File: src/hdl/bst_pkg.sv
// Package for the button sequence tester.
// Holds register addresses, reset values, phase and error code types,
// and the configuration struct shared by the register block and the top level.
package bst_pkg;

    localparam int MAX_BUTTONS_DEF = 16;

    localparam int CH_W    = 5;
    localparam int TIMER_W = 16;
    localparam int CODE_W  = 2;
    localparam int ADDR_W  = 4;
    localparam int DATA_W  = 32;

    localparam logic [ADDR_W-1:0] ADDR_BUTTON_COUNT = 4'h0;
    localparam logic [ADDR_W-1:0] ADDR_HOLD_TICKS   = 4'h4;
    localparam logic [ADDR_W-1:0] ADDR_NOISE_TICKS  = 4'h8;

    localparam logic [CH_W-1:0]    BUTTON_COUNT_RST = 5'd16;
    localparam logic [TIMER_W-1:0] HOLD_TICKS_RST   = 16'd200;
    localparam logic [TIMER_W-1:0] NOISE_TICKS_RST  = 16'd100;

    localparam logic [TIMER_W-1:0] TIMER_MAX = {TIMER_W{1'b1}};

    typedef enum logic [1:0] {
        PH_WAIT_PRESS     = 2'd0,
        PH_STABLE_PRESS   = 2'd1,
        PH_WAIT_RELEASE   = 2'd2,
        PH_STABLE_RELEASE = 2'd3
    } phase_t;

    typedef enum logic [CODE_W-1:0] {
        ERR_NONE          = 2'd0,
        ERR_NOISY_PRESS   = 2'd1,
        ERR_NOISY_RELEASE = 2'd2
    } err_code_t;

    typedef enum logic {
        KIND_TICK    = 1'b0,
        KIND_RESTART = 1'b1
    } item_kind_t;

    typedef struct packed {
        logic [CH_W-1:0]    button_count;
        logic [TIMER_W-1:0] hold_ticks;
        logic [TIMER_W-1:0] noise_ticks;
    } bst_cfg_t;

endpackage

File: src/hdl/bst_regs.sv
// Configuration registers of the button sequence tester behind an APB-style port.
// Depends on bst_pkg for addresses, reset values and the bst_cfg_t struct.
module bst_regs
(
    input  logic                          clk,
    input  logic                          rst_n,
    input  logic                          psel,
    input  logic                          penable,
    input  logic                          pwrite,
    input  logic [bst_pkg::ADDR_W-1:0]    paddr,
    input  logic [bst_pkg::DATA_W-1:0]    pwdata,
    output logic [bst_pkg::DATA_W-1:0]    prdata,
    output logic                          pready,
    output bst_pkg::bst_cfg_t             cfg
);

    bst_pkg::bst_cfg_t cfg_reg;
    bst_pkg::bst_cfg_t cfg_next;
    logic              wr_en;

    assign pready = 1'b1;
    assign wr_en  = psel && penable && pwrite && pready;

    always_comb
    begin
        cfg_next = cfg_reg;
        if (wr_en)
        begin
            case (paddr)
                bst_pkg::ADDR_BUTTON_COUNT: cfg_next.button_count = pwdata[bst_pkg::CH_W-1:0];
                bst_pkg::ADDR_HOLD_TICKS:   cfg_next.hold_ticks   = pwdata[bst_pkg::TIMER_W-1:0];
                bst_pkg::ADDR_NOISE_TICKS:  cfg_next.noise_ticks  = pwdata[bst_pkg::TIMER_W-1:0];
                default:                    cfg_next = cfg_reg;
            endcase
        end
    end

    always_ff @(posedge clk or negedge rst_n)
    begin
        if (!rst_n)
        begin
            cfg_reg.button_count <= bst_pkg::BUTTON_COUNT_RST;
            cfg_reg.hold_ticks   <= bst_pkg::HOLD_TICKS_RST;
            cfg_reg.noise_ticks  <= bst_pkg::NOISE_TICKS_RST;
        end
        else
        begin
            cfg_reg <= cfg_next;
        end
    end

    always_comb
    begin
        case (paddr)
            bst_pkg::ADDR_BUTTON_COUNT:
                prdata = {{(bst_pkg::DATA_W-bst_pkg::CH_W){1'b0}}, cfg_reg.button_count};
            bst_pkg::ADDR_HOLD_TICKS:
                prdata = {{(bst_pkg::DATA_W-bst_pkg::TIMER_W){1'b0}}, cfg_reg.hold_ticks};
            bst_pkg::ADDR_NOISE_TICKS:
                prdata = {{(bst_pkg::DATA_W-bst_pkg::TIMER_W){1'b0}}, cfg_reg.noise_ticks};
            default:
                prdata = '0;
        endcase
    end

    assign cfg = cfg_reg;

endmodule

File: src/hdl/button_sequence_tester.sv
// Top level of the button sequence tester: per-item test logic and result register.
// Depends on bst_pkg and instantiates bst_regs for the configuration port.
//
//   channel   handshake            payload
//   --------  -------------------  -----------------------------------------------
//   config    psel/penable/pready  pwrite, paddr, pwdata, prdata
//   input     in_valid/in_ready    kind, button_levels
//   output    out_valid/out_ready  channel_under_test, still_running, error_raised,
//                                  raised_code, error_map, test_phase
//
// One item per cycle while in_ready is high: test state and the result register update on the
// same edge the input transfer completes, so a result is valid from the cycle after its item.
// in_ready is low only while a result waits and out_ready is low.
// Reset clears the phase, timer, channel, all error codes and the result valid.
module button_sequence_tester
#(
    parameter int MAX_BUTTONS = bst_pkg::MAX_BUTTONS_DEF
)
(
    input  logic                               clk,
    input  logic                               rst_n,

    input  logic                               psel,
    input  logic                               penable,
    input  logic                               pwrite,
    input  logic [bst_pkg::ADDR_W-1:0]         paddr,
    input  logic [bst_pkg::DATA_W-1:0]         pwdata,
    output logic [bst_pkg::DATA_W-1:0]         prdata,
    output logic                               pready,

    input  logic                               in_valid,
    output logic                               in_ready,
    input  logic                               kind,
    input  logic [MAX_BUTTONS-1:0]             button_levels,

    output logic                               out_valid,
    input  logic                               out_ready,
    output logic [bst_pkg::CH_W-1:0]           channel_under_test,
    output logic                               still_running,
    output logic                               error_raised,
    output logic [bst_pkg::CODE_W-1:0]         raised_code,
    output logic [2*MAX_BUTTONS-1:0]           error_map,
    output logic [1:0]                         test_phase
);

    localparam logic [bst_pkg::CH_W-1:0] MAX_CH = bst_pkg::CH_W'(MAX_BUTTONS);

    bst_pkg::bst_cfg_t cfg;

    bst_pkg::phase_t                phase_reg;
    bst_pkg::phase_t                phase_next;
    logic [bst_pkg::TIMER_W-1:0]    timer_reg;
    logic [bst_pkg::TIMER_W-1:0]    timer_next;
    logic [bst_pkg::CH_W-1:0]       channel_reg;
    logic [bst_pkg::CH_W-1:0]       channel_next;
    bst_pkg::err_code_t             err_reg  [MAX_BUTTONS];
    bst_pkg::err_code_t             err_next [MAX_BUTTONS];

    logic                           out_valid_reg;
    logic [bst_pkg::CH_W-1:0]       out_channel_reg;
    logic                           out_running_reg;
    logic                           out_raised_reg;
    logic [bst_pkg::CODE_W-1:0]     out_code_reg;
    logic [2*MAX_BUTTONS-1:0]       out_map_reg;
    logic [1:0]                     out_phase_reg;

    logic                           accept;
    logic [bst_pkg::CH_W-1:0]       eff_count;
    logic                           active;
    logic                           pressed;
    bst_pkg::err_code_t             cur_err;
    logic [bst_pkg::TIMER_W-1:0]    timer_inc;
    logic                           flag_en;
    bst_pkg::err_code_t             flag_code;
    logic                           raised;
    bst_pkg::err_code_t             res_code;
    logic [2*MAX_BUTTONS-1:0]       res_map;
    logic                           res_running;

    bst_regs u_regs
    (
        .clk     (clk),
        .rst_n   (rst_n),
        .psel    (psel),
        .penable (penable),
        .pwrite  (pwrite),
        .paddr   (paddr),
        .pwdata  (pwdata),
        .prdata  (prdata),
        .pready  (pready),
        .cfg     (cfg)
    );

    assign in_ready = !out_valid_reg || out_ready;
    assign accept   = in_valid && in_ready;

    assign eff_count = (cfg.button_count > MAX_CH) ? MAX_CH : cfg.button_count;
    assign active    = (channel_reg < eff_count);
    assign timer_inc = (timer_reg == bst_pkg::TIMER_MAX) ? timer_reg
                                                         : timer_reg + 1'b1;

    // select the level and stored code of the channel under test
    always_comb
    begin
        pressed = 1'b0;
        cur_err = bst_pkg::ERR_NONE;
        for (int i = 0; i < MAX_BUTTONS; i++)
        begin
            if (channel_reg == bst_pkg::CH_W'(i))
            begin
                pressed = button_levels[i];
                cur_err = err_reg[i];
            end
        end
    end

    // next state
    always_comb
    begin
        phase_next   = phase_reg;
        timer_next   = timer_reg;
        channel_next = channel_reg;
        flag_en      = 1'b0;
        flag_code    = bst_pkg::ERR_NONE;
        if (kind == bst_pkg::KIND_RESTART)
        begin
            phase_next   = bst_pkg::PH_WAIT_PRESS;
            timer_next   = '0;
            channel_next = '0;
        end
        else if (active)
        begin
            case (phase_reg)
                bst_pkg::PH_WAIT_PRESS:
                begin
                    if (pressed)
                    begin
                        phase_next = bst_pkg::PH_STABLE_PRESS;
                        timer_next = bst_pkg::TIMER_W'(1);
                    end
                end
                bst_pkg::PH_STABLE_PRESS:
                begin
                    timer_next = timer_inc;
                    if (timer_inc >= cfg.hold_ticks)
                    begin
                        phase_next = bst_pkg::PH_WAIT_RELEASE;
                    end
                    else if (!pressed && timer_inc > cfg.noise_ticks)
                    begin
                        flag_en   = 1'b1;
                        flag_code = bst_pkg::ERR_NOISY_PRESS;
                    end
                end
                bst_pkg::PH_WAIT_RELEASE:
                begin
                    if (!pressed)
                    begin
                        phase_next = bst_pkg::PH_STABLE_RELEASE;
                        timer_next = bst_pkg::TIMER_W'(1);
                    end
                end
                bst_pkg::PH_STABLE_RELEASE:
                begin
                    timer_next = timer_inc;
                    if (pressed)
                    begin
                        if (timer_inc > cfg.noise_ticks)
                        begin
                            flag_en   = 1'b1;
                            flag_code = bst_pkg::ERR_NOISY_RELEASE;
                        end
                    end
                    else if (timer_inc >= cfg.hold_ticks)
                    begin
                        channel_next = channel_reg + 1'b1;
                        phase_next   = bst_pkg::PH_WAIT_PRESS;
                    end
                end
                default:
                begin
                    phase_next = phase_reg;
                end
            endcase
        end
    end

    // raise only on a change of the channel's code
    assign raised = flag_en && (cur_err != flag_code);

    always_comb
    begin
        for (int i = 0; i < MAX_BUTTONS; i++)
        begin
            if (kind == bst_pkg::KIND_RESTART)
            begin
                err_next[i] = bst_pkg::ERR_NONE;
            end
            else if (raised && channel_reg == bst_pkg::CH_W'(i))
            begin
                err_next[i] = flag_code;
            end
            else
            begin
                err_next[i] = err_reg[i];
            end
        end
    end

    // result values
    always_comb
    begin
        res_code = bst_pkg::ERR_NONE;
        if (kind == bst_pkg::KIND_TICK && active)
        begin
            res_code = raised ? flag_code : cur_err;
        end
        for (int i = 0; i < MAX_BUTTONS; i++)
        begin
            res_map[2*i +: 2] = err_next[i];
        end
        res_running = (channel_next < eff_count);
    end

    always_ff @(posedge clk or negedge rst_n)
    begin
        if (!rst_n)
        begin
            phase_reg   <= bst_pkg::PH_WAIT_PRESS;
            timer_reg   <= '0;
            channel_reg <= '0;
            for (int i = 0; i < MAX_BUTTONS; i++)
            begin
                err_reg[i] <= bst_pkg::ERR_NONE;
            end
        end
        else if (accept)
        begin
            phase_reg   <= phase_next;
            timer_reg   <= timer_next;
            channel_reg <= channel_next;
            for (int i = 0; i < MAX_BUTTONS; i++)
            begin
                err_reg[i] <= err_next[i];
            end
        end
    end

    always_ff @(posedge clk or negedge rst_n)
    begin
        if (!rst_n)
        begin
            out_valid_reg <= 1'b0;
        end
        else if (accept)
        begin
            out_valid_reg <= 1'b1;
        end
        else if (out_ready)
        begin
            out_valid_reg <= 1'b0;
        end
    end

    // hold the result until its transfer completes
    always_ff @(posedge clk)
    begin
        if (accept)
        begin
            out_channel_reg <= channel_next;
            out_running_reg <= res_running;
            out_raised_reg  <= raised;
            out_code_reg    <= res_code;
            out_map_reg     <= res_map;
            out_phase_reg   <= phase_next;
        end
    end

    assign out_valid          = out_valid_reg;
    assign channel_under_test = out_channel_reg;
    assign still_running      = out_running_reg;
    assign error_raised       = out_raised_reg;
    assign raised_code        = out_code_reg;
    assign error_map          = out_map_reg;
    assign test_phase         = out_phase_reg;

endmodule
File: config.mk
export PLATFORM = sky130hd
export DESIGN_NAME = button_sequence_tester
export DESIGN_NICKNAME = d
export VERILOG_FILES = /design/src/hdl/bst_pkg.sv /design/src/hdl/bst_regs.sv /design/src/hdl/button_sequence_tester.sv
export SDC_FILE = /design/constraint.sdc
export NUM_CORES = 1
export LEC_CHECK = 0
export ABC_AREA = 1
export BUFFER_PORTS_ARGS = -buffer_cell sky130_fd_sc_hd__buf_2
export CORE_MARGIN = 2
export CORE_UTILIZATION = 45
export DETAILED_ROUTE_END_ITERATION = 6
export GPL_TIMING_DRIVEN = 0
export PLACE_DENSITY = 0.66
export SYNTH_ARGS = -nofsm -noshare
export SYNTH_HDL_FRONTEND = slang
export SYNTH_HIERARCHICAL = 1
export SYNTH_SLANG_ARGS = --single-unit
File: constraint.sdc
create_clock -name clk -period 5.45 [get_ports clk]
set_clock_uncertainty 0.05 [all_clocks]
set_input_delay 0.545 -clock clk [delete_from_list [all_inputs] [get_ports clk]]
set_output_delay 0.545 -clock clk [all_outputs]
set_load 0.02 [all_outputs]
==> results by group, run 1 <==
Drt
  – Iteration-0 DRC Markers: 575
  – DRT Wirelength: 23100 µm
  – Routed Antenna Nets: 0
  – Drt wl/cell: 14.5 µm
  – Via Count: 8075
  – Vias per inst: 5.07
  – Pre-antenna DRT Iters: 7
  – Drt drc: 1

Worst setup path
  – Buffers and inverters on the worst path: 6
  – Critical path type: reg2reg
  – CP Launch Type: flip-flop
  – Worst EP arrival: 5.01 ns
  – CP Capture Type: flip-flop
  – Data required, critical path: 5.58 ns
  – Critical Path Fanout Max: 10
  – CP max stage delay: 0.35 ns
  – CP max stage cell: dfrtp_1
  – Cell family with most CP delay: simple AND/OR/NAND/NOR gates
  – Most frequent CP cell: nand2_1

GRT
  – Initial antenna violation count: 1
  – Overflow after GRT: 0
  – Grt met3 use: 5.13%
  – Largest net degree at the start of global routing: 61
  – First-pass GRT wire length: 37600 µm
  – M2 GR Usage: 37.5%
  – Grt peak-use layer: met2
  – Grt met1 use: 31.2%
  – GRT Resource Usage Total: 23.3%
  – Vias in the first global route: 7530

Power and ir drop
  – Psw: 0.790 mW
  – VDD IR max: 0.229 mV
  – Power Internal: 1.96 mW
  – Combinational power share: 15.4%
  – LEAKAGE: 5.39 nW
  – Sw Share: 28.7%
  – Part of the power in registers: 42.4%
  – Clock share of power: 42.2%
  – P per Cell Area: 265 mW/mm²

Synth
  – Sequential element share of the synthesized area: 41.1%
  – Post-synth EDFFs: 43
  – Ys async rst share: 68.4%
  – Yosys warns: 6
  – Yosys cell types: 37
  – Seq cells post-synth: 136
  – Primary FF master, synth: dfrtp_1
  – Mapped cell area: 0.00882 mm²
  – Syn_area_per_cell: 7.52 µm²
  – Cell count after synthesis: 1173

Cells and area
  – Commonest cells after routing, fill and taps aside: nand2_1, inv_1, nand3_1
  – Layout cells sized above 1: 17.6%
  – Area of the multi-input gates: 0.00427 mm²
  – Core Util, Final: 53.7%
  – Max reg flops: 37
  – Fill count: 1849
  – Area growth syn-to-layout: 17.9%
  – Register Area: 0.00363 mm²
  – Commonest non-fill, non-tap cell in the layout: nand2_1
  – Post-route design area: 0.0104 mm²
  – Nets: 1419
  – Final standard cell count with taps included and fillers excluded: 1592

Clocking
  – Num CTS Buffers: 17
  – Postcts setup bufs: 0
  – CTS tree: built
  – Clock Tree Buf Depth: 2
  – Skew-Pair Late Insertion Delay: 0.43 ns
  – Clock-pin slew on the worst setup and hold paths: 0.06 ns
  – Root Buffer Master: clkbuf_16
  – H-tree depth: 4
  – Clk sinks: 136

STA
  – Tcrit/Tclk final: 89.5%
  – Tightest Pin Transition: 0.868 ns
  – Hold Slack: 0.0356 ns
  – Final setup viols: 0
  – Final min period: 4.88 ns
  – Final Max Slew Viols: 0
  – Rel. slew slack: 42.1%
  – Final hold violation count: 0
  – TNS Setup: 0 ns
  – FMAX: 0.205 GHz
  – RSZ-0062 raised after global routing: false

Floorplanning
  – I/O pins: 138
  – Core area: 0.0193 mm²
  – Chip width: 144 µm
  – Die Y: 144 µm
  – Std cell rows: 51
  – Initial core utilization: 45.6%
  – DIE AREA: 0.0207 mm²

Outcome
  – Failing checks: DRC
  – Status: complete, but fails checks

Placement
  – DP HPWL: 17400 µm
  – Routability Congestion: 0.892
  – Placed cell count: 1559
  – I/O Buffers: 104
  – DP Area: 0.00978 mm²

Flow run
  – Max-capacitance violation count: 0

Worst hold path
  – HP Class: in2async
[worst paths after layout]
check                                          start                         end  slack [ns]  cells after the start
max                         timer_reg[1]$_DFFE_PN0P_      error_map[0]$_DFFE_PP_        0.57                     30
min                                            rst_n     err_reg[20]$_DFFE_PN0P_        0.04                      1
max reg2reg                 timer_reg[1]$_DFFE_PN0P_      error_map[0]$_DFFE_PP_        0.57                     30
min reg2reg                u_regs/cfg[6]$_DFFE_PN1P_   u_regs/cfg[6]$_DFFE_PN1P_        0.42                      2
max in group asynchronous                      rst_n   u_regs/cfg[6]$_DFFE_PN1P_        4.58                      2
min in group clk                           pwdata[7]  u_regs/cfg[23]$_DFFE_PN1P_        0.29                      3
[per-layer routing]
metal / share of wire [%] / up-vias
li1: - / 4061
met2: 46 / 282
met4: 1.8 / 0
met3: 6.4 / 36
met1: 46 / 3696
met5: 0 / -
[synth_stat cells, drive strengths merged, types with 2 or more instances]
master,count,area share (%)
a21oi,51,3.0
a31oi,2,0.14
and3,16,1.1
buf,37,3.3
clkbuf,19,0.81
conb,2,0.085
dfrtp,86,24
dfstp,7,2.1
edfxtp,43,15
ha,46,6.5
inv,164,7.0
nand2,389,17
nand3,135,8.8
nand4,34,2.4
nor2,53,3.2
nor3,9,0.51
nor4,4,0.28
o211ai,3,0.26
o21ai,59,3.3
or2,3,0.21
xor2,8,0.79
[final cells by class]
cell class | instances | share of cell area, %
diodes | 1 | 0.0241
plain buffers | 56 | 3.49
clock buffers | 18 | 4.33
clock inverters | 14 | 1.40
inverters | 165 | 5.96
multi-input cells | 831 | 41.1
flip-flops and latches | 136 | 34.9
well taps | 265 | 3.19
repair buffers | 106 | 5.56
[per-stage QoR]
stage / total power [mW] / worst slack, ns
after detailed placement: 1.61 / 0.498
final: 2.75 / 0.573
after floorplan: 1.46 / 1.38
after CTS: 2.78 / 0.473
after global routing: 2.88 / 0.110
after global placement: 1.60 / 0.506
[worst register-to-register path: cells and delay by family (launching register included)]
kind | cells | cell delay (ns)
AO/OA/AOI/OAI | 2 | 0.39
XOR/XNOR | 1 | 0.28
adder cells (fa/ha/maj) | 2 | 0.45
buffers and inverters | 6 | 0.62
flip-flops | 1 | 0.35
AND/OR/NAND/NOR | 19 | 2.49
[logic make-up (layout without fill, tap and decap cells)]
family          count (synthesis)  after routing  synth area share [%]
flops                         136            136                  41.1
buf+inv                       221            359                  11.1
fa+ha+maj                      46             46                  6.53
xor+xnor                        8              8                 0.795
simple gates                  644            644                  33.5
other cells                     2             18                0.0852
compound gates                116            116                  6.87
[power groups by stage]
stage | clock network [mW] | registers [mW] | logic [mW]
2_1_floorplan | 0 | 1.20 | 0.260
6_report | 1.16 | 1.17 | 0.424
4_1_cts | 1.18 | 1.17 | 0.427
3_3_place_gp | 0 | 1.19 | 0.412
3_5_place_dp | 0 | 1.19 | 0.424
5_1_grt | 1.22 | 1.18 | 0.484
[timing repair]
action / CTS / global route
hold buffers: 0 / 0
endpoints found under the hold margin: 0 / 0
resized for setup: 0 / 2
setup endpoints to repair: 0 / 2
Power figures use the tool's default switching activity.
==> run 2: changes to the inputs <==
- REMOVE_ABC_BUFFERS: not set -> 1
==> results by group, run 2 (synthesis gave the netlist of run 1 again) <==
Drt
  – Drt drc: 0 (-1)
  – Iteration-0 DRC Markers: 567 (-1.4%)
  – Routed Antenna Nets: 0 (unchanged)
  – Pre-antenna DRT Iters: 5 (-2)
  – Vias per inst: 5.05 (-0.41%)
  – Via Count: 7794 (-3.5%)
  – Drt wl/cell: 13.7 µm (-5.7%)
  – DRT Wirelength: 21100 µm (-8.6%)

GRT
  – M2 GR Usage: 33.5% (-4.0 points)
  – Grt peak-use layer: met2
  – First-pass GRT wire length: 34000 µm (-9.7%)
  – GRT Resource Usage Total: 20.7% (-2.6 points)
  – Grt met1 use: 28.2% (-3.0 points)
  – Largest net degree at the start of global routing: 57 (-6.6%)
  – Initial antenna violation count: 0 (-1)
  – Grt met3 use: 3.44% (-1.7 points)
  – Overflow after GRT: 0 (unchanged)
  – Vias in the first global route: 7047 (-6.4%)

Power and ir drop
  – LEAKAGE: 5.21 nW (-3.3%)
  – Sw Share: 29.2% (+0.52 points)
  – Power Internal: 1.91 mW (-2.9%)
  – VDD IR max: 0.219 mV (-4.3%)
  – P per Cell Area: 267 mW/mm² (+0.69%)
  – Combinational power share: 14.9% (-0.5 points)
  – Clock share of power: 41.8% (-0.4 points)
  – Part of the power in registers: 43.2% (+0.8 points)
  – Psw: 0.787 mW (-0.41%)

STA
  – Final hold violation count: 0 (unchanged)
  – TNS Setup: 0 ns (unchanged)
  – Setup WS post-layout: 0.404 ns (-0.169 ns)
  – FMAX: 0.198 GHz (-3.4%)
  – Final setup viols: 0 (unchanged)
  – Tcrit/Tclk final: 92.6% (+3.1 points)
  – Rel. slew slack: 22.0% (-20 points)
  – Tightest Pin Transition: 1.17 ns (+0.297 ns)
  – Final min period: 5.05 ns (+0.169 ns)
  – Final Max Slew Viols: 0 (unchanged)

Worst setup path
  – Cell family with most CP delay: simple AND/OR/NAND/NOR gates
  – Most frequent CP cell: nand2_1
  – Critical Path Fanout Max: 21 (+11)
  – Buffers and inverters on the worst path: 6 (unchanged)
  – CP max stage delay: 0.38 ns (+0.03 ns)
  – R2R setup slack: 0.40 ns (-0.17 ns)
  – Data required, critical path: 5.57 ns (about the same)
  – CP Capture Type: flip-flop
  – Critical path type: reg2reg
  – Worst EP arrival: 5.16 ns (+0.15 ns)
  – CP Launch Type: flip-flop
  – CP max stage cell: nor4_2

Cells and area
  – Max reg flops: 37 (unchanged)
  – Nets: 1371 (-3.4%)
  – # diodes: 0 (-1)
  – Layout cells sized above 1: 16.0% (-1.5 points)
  – Area growth syn-to-layout: 14.5%
  – Commonest cells after routing, fill and taps aside: nand2_1, inv_1, nand3_1
  – Commonest non-fill, non-tap cell in the layout: nand2_1

Clocking
  – Skew-Pair Late Insertion Delay: 0.43 ns (about the same)
  – H-tree depth: 4 (unchanged)
  – Root Buffer Master: clkbuf_16
  – CTS tree: built
  – Num CTS Buffers: 17 (unchanged)
  – Clock Tree Buf Depth: 2 (unchanged)
  – Clock-pin slew on the worst setup and hold paths: 0.06 ns (about the same)
  – Clk sinks: 136 (unchanged)
  – Hold Buf Count CTS: 0 (unchanged)

Floorplanning
  – Initial core utilization: 45.6% (unchanged)
  – Std cell rows: 51 (unchanged)
  – Die Y: 144 µm (unchanged)
  – Core area: 0.0193 mm² (unchanged)
  – I/O pins: 138 (unchanged)
  – Chip width: 144 µm (unchanged)
  – DIE AREA: 0.0207 mm² (unchanged)

Placement
  – DP Worst Slack: -0.0275 ns (-0.525 ns)
  – Routability Congestion: 0.848 (-4.9%)
  – I/O Buffers: 104 (unchanged)
  – DP HPWL: 14400 µm (-17%)

Flow run
  – Max-capacitance violation count: 0 (unchanged)

Worst hold path
  – HP Class: in2async

Outcome
  – Status: finished clean
run 2: cell types whose count changed in the layout (fill, tap and decap cells not counted), moves of 2 or more:
cell      change
clkbuf_1     -17
buf_2         -4
nor2_2        -2
buf_4        -22
inv_4         -2
inv_6         +2
buf_6         -4
run 2: worst paths after layout:
path,start,to,depth (start not counted)
setup / recovery,timer_reg[0]$_DFFE_PN0P_,error_map[30]$_DFFE_PP_,31
max in group asynchronous,rst_n,timer_reg[3]$_DFFE_PN0P_,2
min in group clk,pwdata[6],u_regs/cfg[6]$_DFFE_PN1P_,3
hold / removal,rst_n,err_reg[22]$_DFFE_PN0P_,1
setup reg to reg,timer_reg[0]$_DFFE_PN0P_,error_map[30]$_DFFE_PP_,31
hold reg to reg,u_regs/cfg[2]$_DFFE_PN1P_,u_regs/cfg[2]$_DFFE_PN1P_,2
run 2: metal layers:
metal	vias to the layer above	routed length [µm]
met5	-	0
li1	3957	-
met1	3590	9780
met3	23	1270
met2	224	9810
met4	0	272
run 2: area by class of cell:
cell class | instances | area (µm²)
fillers | 1932 | 9240
multi-input cells | 832 | 4310
flip-flops and latches | 136 | 3630
repair buffers | 113 | 638
inverters | 165 | 621
clock buffers | 19 | 454
well taps | 265 | 332
clock inverters | 13 | 119
run 2: what timing repair did:
| action | in CTS | in global routing |
|---|---|---|
| setup endpoints to repair | 12 | 66 |
| buffers inserted | 3 | 3 |
| pin swaps | 1 | 2 |
| resized for setup | 1 | 3 |
| gates cloned | 0 | 1 |
run 2: power by group through the flow:
stage	logic [mW]	clock network (mW)	registers, mW
after floorplan	0.239	0	1.20
final	0.402	1.13	1.16
after detailed placement	0.402	0	1.18
after CTS	0.404	1.14	1.16
after global routing	0.459	1.18	1.17
after global placement	0.385	0	1.18
run 2: metrics by stage:
step / hold WS (ns) / instances / cell area, µm² / power, mW / util [%]
3_5_place_dp: 0.412 / 1504 / 9440 / 1.59 / 48.8
4_1_cts: 0.116 / 1539 / 10000 / 2.70 / 51.9
6_report: 0.0867 / 1543 / 10100 / 2.69 / 52.2
2_1_floorplan: 0.199 / 1132 / 8510 / 1.44 / -
5_1_grt: 0.159 / 1543 / 10100 / 2.81 / 52.2
3_3_place_gp: 0.410 / 1501 / 9360 / 1.57 / 48.4
==> run 3: changes to the inputs <==
- CORE_ASPECT_RATIO: not set -> 1.2
==> results by group, run 3 (synthesis gave the netlist of run 1 again) <==
Cells and area
  – Nets: 1372 (+0.073%)
  – Commonest non-fill, non-tap cell in the layout: nand2_1
  – Area growth syn-to-layout: 15.3%
  – Layout cells sized above 1: 16.3% (+0.22 points)
  – # diodes: 0 (unchanged)
  – Max reg flops: 37 (unchanged)
  – Commonest cells after routing, fill and taps aside: nand2_1, inv_1, nand3_1
  – Post-route design area: 0.0102 mm² (+0.73%)
  – Final standard cell count with taps included and fillers excluded: 1540 (-0.19%)

Placement
  – DP Area: 0.00944 mm² (about the same)
  – I/O Buffers: 104 (unchanged)
  – DP Worst Slack: 0.0394 ns (+0.0669 ns)
  – Placed cell count: 1501 (-0.20%)
  – Routability Congestion: 0.842 (-0.80%)
  – DP HPWL: 14700 µm (+2.2%)

Power and ir drop
  – LEAKAGE: 5.24 nW (+0.55%)
  – Power, Total: 2.78 mW (+3.1%)
  – P per Cell Area: 273 mW/mm² (+2.4%)
  – VDD IR max: 0.221 mV (+0.66%)

STA
  – Final min period: 4.92 ns (-0.128 ns)
  – Final hold violation count: 0 (unchanged)
  – Final setup viols: 0 (unchanged)
  – FMAX: 0.203 GHz (+2.6%)
  – Hold Slack: 0.0257 ns (-0.0610 ns)
  – Setup WS post-layout: 0.532 ns (+0.128 ns)
  – RSZ-0062 raised after global routing: false
  – Tcrit/Tclk final: 90.2% (-2.4 points)
  – Rel. slew slack: 23.9% (+1.9 points)
  – Tightest Pin Transition: 1.14 ns (-0.0282 ns)
  – Final Max Slew Viols: 0 (unchanged)

Worst setup path
  – CP max stage cell: dfrtp_1
  – CP max stage delay: 0.35 ns (-0.03 ns)
  – Data required, critical path: 5.57 ns (about the same)
  – Worst EP arrival: 5.04 ns (-0.12 ns)
  – CP Launch Type: flip-flop
  – Critical Path Fanout Max: 21 (unchanged)
  – CP Capture Type: flip-flop
  – Critical path type: reg2reg
  – Most frequent CP cell: nand2_1

Clocking
  – Num CTS Buffers: 17 (unchanged)
  – Skew-Pair Late Insertion Delay: 0.43 ns (about the same)
  – Root Buffer Master: clkbuf_16
  – Hold Buf Count CTS: 0 (unchanged)
  – Clock Tree Buf Depth: 2 (unchanged)
  – Clk sinks: 136 (unchanged)
  – CTS tree: built
  – H-tree depth: 4 (unchanged)
  – Clock-pin slew on the worst setup and hold paths: 0.06 ns (about the same)

GRT
  – GRT Resource Usage Total: 20.7% (+0.061 points)
  – Vias in the first global route: 7230 (+2.6%)
  – Initial antenna violation count: 0 (unchanged)
  – Largest net degree at the start of global routing: 64 (+12%)
  – First-pass GRT wire length: 34800 µm (+2.5%)
  – Overflow after GRT: 0 (unchanged)

Drt
  – Drt drc: 0 (unchanged)
  – Vias per inst: 5.05 (about the same)
  – Pre-antenna DRT Iters: 5 (unchanged)
  – Iteration-0 DRC Markers: 490 (-14%)
  – DRT Wirelength: 21100 µm (-0.31%)
  – Routed Antenna Nets: 0 (unchanged)
  – Via Count: 7779 (-0.19%)
  – Drt wl/cell: 13.7 µm (-0.12%)

Outcome
  – Status: finished clean

Floorplanning
  – Std cell rows: 56 (+9.8%)
  – Die Y: 157 µm (+9.3%)
  – Chip width: 132 µm (-8.5%)
  – I/O pins: 138 (unchanged)
  – Core area: 0.0194 mm² (+0.38%)
  – DIE AREA: 0.0207 mm² (about the same)
  – Initial core utilization: 45.4% (-0.17 points)

Flow run
  – Max-capacitance violation count: 0 (unchanged)

Worst hold path
  – HP Class: in2async
## run 3: cell count changes in the layout (fill, tap and decap cells not counted), moves of 2 or more
cell,previous run,this run
bufinv_16,1,4
inv_6,3,0
a21oi_1,49,47
a21oi_2,1,3
buf_12,0,2
clkinv_1,0,2
## run 3: routing by layer
layer	vias to the layer above	wire length, µm	GRT usage, %	part of all wire (%)
li1	3952	-	-	-
met3	29	992	3.57	4.7
met2	215	10300	35.9	49
met5	-	0	0	0
met4	0	362	7.56	1.7
met1	3583	9430	26.1	45
## run 3: cell type report
class / count / area (µm²)
flip-flops and latches: 136 / 3630
fillers: 1918 / 9240
clock buffers: 18 / 429
inverters: 165 / 621
repair buffers: 114 / 658
well taps: 261 / 327
multi-input cells: 832 / 4330
clock inverters: 14 / 181
## run 3: what timing repair did
item / CTS / global route
pin swaps: 1 / 3
buffers inserted: 0 / 6
endpoints found under the setup margin: 3 / 66
hold endpoints to repair: 0 / 0
gates cloned: 0 / 1
gates resized for setup: 1 / 8
## run 3: worst max-delay path, delay by kind of cell (launching register included)
family | cells | cell delay (ns)
XOR/XNOR | 1 | 0.29
buffers and inverters | 5 | 0.37
adder cells (fa/ha/maj) | 2 | 0.45
AO/OA/AOI/OAI | 1 | 0.09
AND/OR/NAND/NOR | 22 | 3.00
flip-flops | 1 | 0.35
## run 3: path summary, 6_finish.rpt
path | end | slack, ns | startpoint | cells past startpoint
max | error_map[28]$_DFFE_PP_ | 0.53 | timer_reg[0]$_DFFE_PN0P_ | 31
min | err_reg[25]$_DFFE_PN0P_ | 0.03 | rst_n | 1
max reg2reg | error_map[28]$_DFFE_PP_ | 0.53 | timer_reg[0]$_DFFE_PN0P_ | 31
min reg2reg | u_regs/cfg[6]$_DFFE_PN1P_ | 0.42 | u_regs/cfg[6]$_DFFE_PN1P_ | 2
max in group asynchronous | u_regs/cfg[5]$_DFFE_PN1P_ | 4.59 | rst_n | 2
min in group clk | u_regs/cfg[6]$_DFFE_PN1P_ | 0.29 | pwdata[6] | 3
## run 3: where the power goes
part	switching [mW]	internal (mW)	total [mW]
Combinational	0.278	0.125	0.403
Clock	0.451	0.760	1.21
Sequential	0.0409	1.12	1.16
## run 3: metrics by stage
step / util, % / setup TNS, ns
floorplan: - / 0
global placement: 48.2 / -15.76
detailed placement: 48.7 / 0
CTS: 51.8 / 0
global route: 52.4 / 0
finish: 52.4 / 0
